`config.mk`:
```
export PLATFORM = sky130hd
export DESIGN_NAME = golay_23_12_decoder_flat
export DESIGN_NICKNAME = d
export VERILOG_FILES = /design/src/g23_pkg.sv /design/src/g23_in_if.sv /design/src/g23_out_if.sv /design/src/g23_syn_unit.sv /design/src/golay_23_12_decoder.sv /design/src/flat_wrapper.sv
export SDC_FILE = /design/constraint.sdc
export NUM_CORES = 1
export LEC_CHECK = 0
export ABC_CLOCK_PERIOD_IN_PS = 5600
export BUFFER_PORTS_ARGS = -buffer_cell sky130_fd_sc_hd__buf_4
export CAP_MARGIN = 25
export CORE_UTILIZATION = 45
export DETAILED_ROUTE_END_ITERATION = 10
export PLACE_DENSITY = 0.71
export SYNTH_ARGS = -nofsm -noshare
export SYNTH_HDL_FRONTEND = slang
export SYNTH_HIERARCHICAL = 1
export SYNTH_SLANG_ARGS = --single-unit
```
`constraint.sdc`:
```
create_clock -name clk -period 5.6 [get_ports clk]
set_clock_uncertainty 0.05 [all_clocks]
set_input_delay 0.56 -clock clk [delete_from_list [all_inputs] [get_ports clk]]
set_output_delay 0.56 -clock clk [all_outputs]
set_load 0.03 [all_outputs]
```
`src/g23_pkg.sv`:
```
package g23_pkg;

    localparam int WordBits  = 23;
    localparam int SynBits   = 11;
    localparam int PolyBits  = 12;
    localparam int CountBits = 4;
    localparam int StepBits  = 5;

    localparam logic [PolyBits-1:0]  Poly       = 12'hAE3;
    localparam logic [CountBits-1:0] LimitPlain = 4'd3;
    localparam logic [CountBits-1:0] LimitTrial = 4'd2;
    localparam logic [StepBits-1:0]  LastRot    = 5'd22;
    localparam logic [StepBits-1:0]  LastPass   = 5'd23;

    typedef logic [WordBits-1:0]  word_t;
    typedef logic [SynBits-1:0]   syn_t;
    typedef logic [CountBits-1:0] count_t;
    typedef logic [StepBits-1:0]  step_t;
    typedef syn_t                 syn_col_arr_t [WordBits];
    typedef logic [2:0]           nib_weight_arr_t [16];

    // Result of the shared syndrome unit
    typedef struct packed {
        syn_t   syndrome;
        count_t weight;
    } syn_res_t;

    localparam nib_weight_arr_t NibbleWeight = '{
        3'd0, 3'd1, 3'd1, 3'd2, 3'd1, 3'd2, 3'd2, 3'd3,
        3'd1, 3'd2, 3'd2, 3'd3, 3'd2, 3'd3, 3'd3, 3'd4
    };

    // Syndrome of each single-bit word: the columns of the check matrix
    function automatic syn_col_arr_t build_syn_cols();
        syn_col_arr_t cols;
        word_t        w;
        for (int i = 0; i < WordBits; i++) begin
            w = word_t'(1) << i;
            for (int k = 0; k < PolyBits; k++) begin
                if (w[0]) begin
                    w = w ^ word_t'(Poly);
                end
                w = w >> 1;
            end
            cols[i] = w[SynBits-1:0];
        end
        return cols;
    endfunction

    localparam syn_col_arr_t SynCols = build_syn_cols();

    // Rotate a word right by n places, n below the word width
    function automatic word_t rot_right(word_t w, step_t n);
        logic [2*WordBits-1:0] dbl;
        dbl = {w, w} >> n;
        return dbl[WordBits-1:0];
    endfunction

    function automatic word_t rot_left1(word_t w);
        return {w[WordBits-2:0], w[WordBits-1]};
    endfunction

endpackage

```
`src/g23_in_if.sv`:
```
interface g23_in_if;
    logic           valid;
    logic           ready;
    g23_pkg::word_t received_word;

    modport source (output valid, output received_word, input ready);
    modport sink   (input valid, input received_word, output ready);
endinterface

```
`src/g23_out_if.sv`:
```
interface g23_out_if;
    logic            valid;
    logic            ready;
    g23_pkg::word_t  corrected_word;
    g23_pkg::count_t error_count;
    logic            not_found;

    modport source (output valid, output corrected_word, output error_count,
                    output not_found, input ready);
    modport sink   (input valid, input corrected_word, input error_count,
                    input not_found, output ready);
endinterface

```
`src/g23_syn_unit.sv`:
```
module g23_syn_unit (
    input  g23_pkg::word_t    word,
    output g23_pkg::syn_res_t res
);

    g23_pkg::syn_t syndrome;
    logic [3:0]    nib0;
    logic [3:0]    nib1;
    logic [3:0]    nib2;

    // XOR the check-matrix columns of all set bits
    always_comb
    begin
        syndrome = '0;
        for (int i = 0; i < g23_pkg::WordBits; i++) begin
            if (word[i]) begin
                syndrome = syndrome ^ g23_pkg::SynCols[i];
            end
        end
    end

    // Count syndrome bits nibble by nibble
    assign nib0 = syndrome[3:0];
    assign nib1 = syndrome[7:4];
    assign nib2 = {1'b0, syndrome[10:8]};

    assign res.syndrome = syndrome;
    assign res.weight   = g23_pkg::count_t'(g23_pkg::NibbleWeight[nib0])
                        + g23_pkg::count_t'(g23_pkg::NibbleWeight[nib1])
                        + g23_pkg::count_t'(g23_pkg::NibbleWeight[nib2]);

endmodule

```
`src/golay_23_12_decoder.sv`:
```
// Golay [23,12] decoder by syndrome search. One syndrome-and-weight unit is
// evaluated once per clock on the current trial word. It runs first on the
// plain word over its 23 rotations (weight threshold 3), then on each
// single-bit flip of bits 0 to 22 over 23 rotations (threshold 2). The search
// stops at the first hit, or after the last trial when no trial matches. The
// result register loads when the search finishes and the output slot is free.
// The input is ready again in the cycle after the result loads. One codeword
// is decoded at a time: the input is ready only while the search sequencer
// is idle. A finished result waits in the output register; the next search
// may run meanwhile and holds its result until that slot frees.
module golay_23_12_decoder (
    input logic         clk,
    input logic         rst_n,
    g23_in_if.sink      codeword,
    g23_out_if.source   result
);

    typedef enum logic {
        S_IDLE,
        S_RUN
    } state_t;

    state_t            state_reg;
    g23_pkg::word_t    orig_reg;
    g23_pkg::word_t    cw_reg;
    g23_pkg::step_t    pass_reg;
    g23_pkg::step_t    rot_reg;
    g23_pkg::count_t   count_reg;
    logic              out_valid_reg;
    g23_pkg::word_t    out_word_reg;
    g23_pkg::count_t   out_count_reg;
    logic              out_nf_reg;

    g23_pkg::syn_res_t syn;
    g23_pkg::count_t   limit;
    logic              hit_zero;
    logic              hit;
    logic              last_trial;
    logic              finish;
    logic              slot_free;
    logic              load_res;
    g23_pkg::word_t    fix_word;
    g23_pkg::word_t    flip_word;
    g23_pkg::word_t    res_word;
    g23_pkg::count_t   res_count;

    g23_syn_unit u_syn (
        .word (cw_reg),
        .res  (syn)
    );

    // Judge the current trial word
    assign limit      = (pass_reg == '0) ? g23_pkg::LimitPlain : g23_pkg::LimitTrial;
    assign hit_zero   = (rot_reg == '0) && (syn.syndrome == '0);
    assign hit        = (syn.weight <= limit);
    assign last_trial = (rot_reg == g23_pkg::LastRot) && (pass_reg == g23_pkg::LastPass);
    assign finish     = hit_zero || hit || last_trial;
    assign slot_free  = !out_valid_reg || result.ready;
    assign load_res   = (state_reg == S_RUN) && finish && slot_free;

    // Candidate words for a hit and for the next trial pass
    assign fix_word  = g23_pkg::rot_right(cw_reg ^ {syn.syndrome, 12'b0}, rot_reg);
    assign flip_word = orig_reg ^ (g23_pkg::word_t'(1) << pass_reg);

    // Pick the result fields
    always_comb
    begin
        if (hit_zero)
        begin
            res_word  = cw_reg;
            res_count = count_reg;
        end
        else if (hit)
        begin
            res_word  = fix_word;
            res_count = (pass_reg != '0) ? syn.weight + 4'd1 : syn.weight;
        end
        else
        begin
            res_word  = orig_reg;
            res_count = syn.weight;
        end
    end

    assign codeword.ready        = (state_reg == S_IDLE);
    assign result.valid          = out_valid_reg;
    assign result.corrected_word = out_word_reg;
    assign result.error_count    = out_count_reg;
    assign result.not_found      = out_nf_reg;

    // Sequence the search and hold the result register
    always_ff @(posedge clk or negedge rst_n)
    begin
        if (!rst_n)
        begin
            state_reg     <= S_IDLE;
            orig_reg      <= '0;
            cw_reg        <= '0;
            pass_reg      <= '0;
            rot_reg       <= '0;
            count_reg     <= '0;
            out_valid_reg <= 1'b0;
            out_word_reg  <= '0;
            out_count_reg <= '0;
            out_nf_reg    <= 1'b0;
        end
        else
        begin
            if (out_valid_reg && result.ready && !load_res)
            begin
                out_valid_reg <= 1'b0;
            end
            unique case (state_reg)
                S_IDLE:
                begin
                    if (codeword.valid)
                    begin
                        orig_reg  <= codeword.received_word;
                        cw_reg    <= codeword.received_word;
                        pass_reg  <= '0;
                        rot_reg   <= '0;
                        count_reg <= '0;
                        state_reg <= S_RUN;
                    end
                end
                S_RUN:
                begin
                    if (finish)
                    begin
                        if (slot_free)
                        begin
                            out_valid_reg <= 1'b1;
                            out_word_reg  <= res_word;
                            out_count_reg <= res_count;
                            out_nf_reg    <= !(hit_zero || hit);
                            state_reg     <= S_IDLE;
                        end
                    end
                    else
                    begin
                        count_reg <= syn.weight;
                        if (rot_reg == g23_pkg::LastRot)
                        begin
                            pass_reg <= pass_reg + 5'd1;
                            rot_reg  <= '0;
                            cw_reg   <= flip_word;
                        end
                        else
                        begin
                            rot_reg <= rot_reg + 5'd1;
                            cw_reg  <= g23_pkg::rot_left1(cw_reg);
                        end
                    end
                end
                default:
                begin
                    state_reg <= S_IDLE;
                end
            endcase
        end
    end

endmodule

```
`src/flat_wrapper.sv`:
```
// flat-port wrapper written by rule: the top's interface ports become plain ports
module golay_23_12_decoder_flat 
  (clk, rst_n, codeword_valid, codeword_received_word, codeword_ready, result_valid, result_corrected_word, result_error_count, result_not_found, result_ready);
  g23_in_if codeword_i ();
  g23_out_if result_i ();
  input logic clk;
  input logic rst_n;
  input wire logic [$bits(codeword_i.valid)-1:0] codeword_valid;
  input wire logic [$bits(codeword_i.received_word)-1:0] codeword_received_word;
  output wire logic [$bits(codeword_i.ready)-1:0] codeword_ready;
  output wire logic [$bits(result_i.valid)-1:0] result_valid;
  output wire logic [$bits(result_i.corrected_word)-1:0] result_corrected_word;
  output wire logic [$bits(result_i.error_count)-1:0] result_error_count;
  output wire logic [$bits(result_i.not_found)-1:0] result_not_found;
  input wire logic [$bits(result_i.ready)-1:0] result_ready;
  assign codeword_i.valid = codeword_valid;
  assign codeword_i.received_word = codeword_received_word;
  assign codeword_ready = codeword_i.ready;
  assign result_valid = result_i.valid;
  assign result_corrected_word = result_i.corrected_word;
  assign result_error_count = result_i.error_count;
  assign result_not_found = result_i.not_found;
  assign result_i.ready = result_ready;
  golay_23_12_decoder u_core (.clk(clk), .rst_n(rst_n), .codeword(codeword_i), .result(result_i));
endmodule
```
==> results.cfg <==
[status]
status = finished clean

[critical_path]
ff2ff_path_depth = 20
worstPathRequired_ns = 5.84
start_kind = register
crit_family = adder cells
r2r-end = u_core/cw_reg[0]
worstReg2RegStart = u_core/cw_reg[4]
crit_chain = xor2_4, xnor2_1, xnor2_1, xor2_1, ha_1, or3_1, o211ai_1, fa_1, inv_1, ha_1, inv_1, fa_1, xnor2_1, or2_2, a21o_1, buf_4, a41oi_4, buf_4, a211oi_1, nor2_1
crit_top_cell = xnor2_1
crit_path_start = u_core/cw_reg[4]
crit_buf_inv = 4
timing.critical_path.slowest_stage_cell = dfrtp_1
end_kind = register
cp_max_fo = 22
r2r_setup_slack_ns = 0.35
cp_data_arrival_time_ns = 5.49
critical_path_class = register to register
max_stage_delay_ns = 0.54

[clock_tree]
htree_num_levels = 3
clock_latency_ns = 0.36
cts.path.max_buffers = 2
path_clk_slew_ns = 0.07
cts_buffers = 9
clock_sinks = 90
cts_tree = yes
root_buffer = clkbuf_16

[finish]
antenna_cells = 0
final_common_cell = nand2_1
layout_common_cells = 146 x nand2_1, 91 x buf_4, 88 x dfrtp_1
area_growth_pct = 14.27
multiInputGateArea_sq_um = 5099
nNetsFinal = 991
fillers = 1538
regArea_sq_um = 2255
layout-drive-gt1-share = 0.1818
finalNonFillerCells = 1166

[synthesis]
synth_warnings = 6
synth_seq_area_share = 0.2933
synth.distinct_cells = 73
synth_edf_count = 0
ys_ff_latch = 90
synthArstFlopShare = 1.000
synth_top_flop_cell = dfrtp_1
syn_nets = 942
synth.avg_cell_area_sq_um = 8.610
synth_area_sq_um = 7680
synth_cells = 892

[sta]
setup_violations = 0
max_freq_mhz = 190.5
tns_ns = 0
fin_crit_sh = 0.9374
period_needed_ns = 5.250
slew_violations = 0
grt_setup_unrepaired = false
maxSlewHeadroom = 0.4007
finalHoldViolCount = 0
worst_slew_pin_slew_ns = 0.8920

[routing]
wl_per_cell_um = 22.69
wirelength_um = 26460
drc = 0
num_vias = 7230
ant_nets = 0
vias_per_cell = 6.201
firstDrtPassIters = 5
drtIter0Drc = 870

[floorplan]
dieArea_sq_um = 17590
initial_core_util = 0.4615
num_io_pins = 57
rows = 47
die_w_um = 132.6
fp.dieH_um = 132.6
core_sq_um = 16640

[placement]
gp_congestion = 1.004
hpwl_um = 19820
dp_cells = 1149
io_buffers = 56

[grt]
grt_overflow_total = 0
grt_pass1_vias = 6811
grt_pass1_wl_um = 41310
antenna_found_initial = 0
grt_usage = 0.3121
grt_max_degree = 55

[min_path]
min_path_type = primary input to asynchronous set/reset pin

[flow_run]
maxCapViolCount = 0
[Yosys cell counts (17+ instances only)]
cell | n | share of area
nor2_1 | 77 | 0.038
clkbuf_1 | 27 | 0.013
a21oi_1 | 47 | 0.031
nand3_1 | 19 | 0.012
inv_1 | 21 | 0.010
xnor2_1 | 49 | 0.056
nand2_1 | 146 | 0.071
dfrtp_1 | 90 | 0.29
buf_2 | 17 | 0.011
xor2_1 | 28 | 0.032
nor3_1 | 19 | 0.012
mux2i_1 | 34 | 0.044
ha_1 | 20 | 0.033
o21ai_0 | 85 | 0.055
[stage by stage]
stage | area [sq um] | hold slack, ns | util | setup slack (ns)
after floorplan | 7680 | 0.2144 | - | 0.7877
after global placement | 8411 | 0.4119 | 0.5054 | 0.4136
after detailed placement | 8411 | 0.4163 | 0.5054 | 0.3287
after CTS | 8730 | 0.1227 | 0.5245 | 0.3149
after global routing | 8776 | 0.1492 | 0.5273 | 0.04386
final | 8776 | 0.1066 | 0.5273 | 0.3505
[metal layers]
layer	vias to the layer above	GRT usage	wire length, um
met5	-	0	0
met2	461	0.4728	11580
met3	96	0.06169	2641
li1	3259	-	-
met1	3414	0.4285	10780
met4	0	0.1475	1458
[worst max path at each step]
stage | endpoint | slack (ns) | cells past startpoint
final | u_core/cw_reg[0] | 0.35 | 20
after global routing | u_core/cw_reg[14] | 0.04 | 20
after CTS | u_core/cw_reg[0] | 0.31 | 18
after detailed placement | u_core/cw_reg[0] | 0.33 | 18
after global placement | u_core/cw_reg[11] | 0.41 | 18
after floorplan | u_core/result.corrected_word[10] | 0.79 | 19
[cell type report]
| class | instances | share of cell area |
|---|---|---|
| Clock inverter | 6 | 0.009125 |
| Sequential cell | 90 | 0.2569 |
| Tap cell | 220 | 0.03137 |
| Timing Repair Buffer | 93 | 0.08326 |
| Multi-Input combinational cell | 721 | 0.5810 |
| Inverter | 26 | 0.01112 |
| Clock buffer | 10 | 0.02723 |
[kinds of logic (layout without fill, tap and decap cells)]
group | after synthesis | count (layout) | share of synthesized area
flip-flops | 90 | 90 | 0.2933
AND/OR/NAND/NOR | 312 | 312 | 0.1786
AO/OA/AOI/OAI | 225 | 225 | 0.1828
buffers and inverters | 81 | 135 | 0.04676
multiplexers | 64 | 64 | 0.1113
adder cells (fa/ha/maj) | 23 | 23 | 0.04040
XOR/XNOR | 97 | 97 | 0.1470
[what timing repair did]
action | CTS | global route
hold buffers | 0 | 0
gates resized for setup | 0 | 5
setup endpoints to repair | 0 | 31
setup buffers | 0 | 0
Power is not shown: default switching activity piles up to over one toggle a cycle in this logic, so the estimate is an artifact.
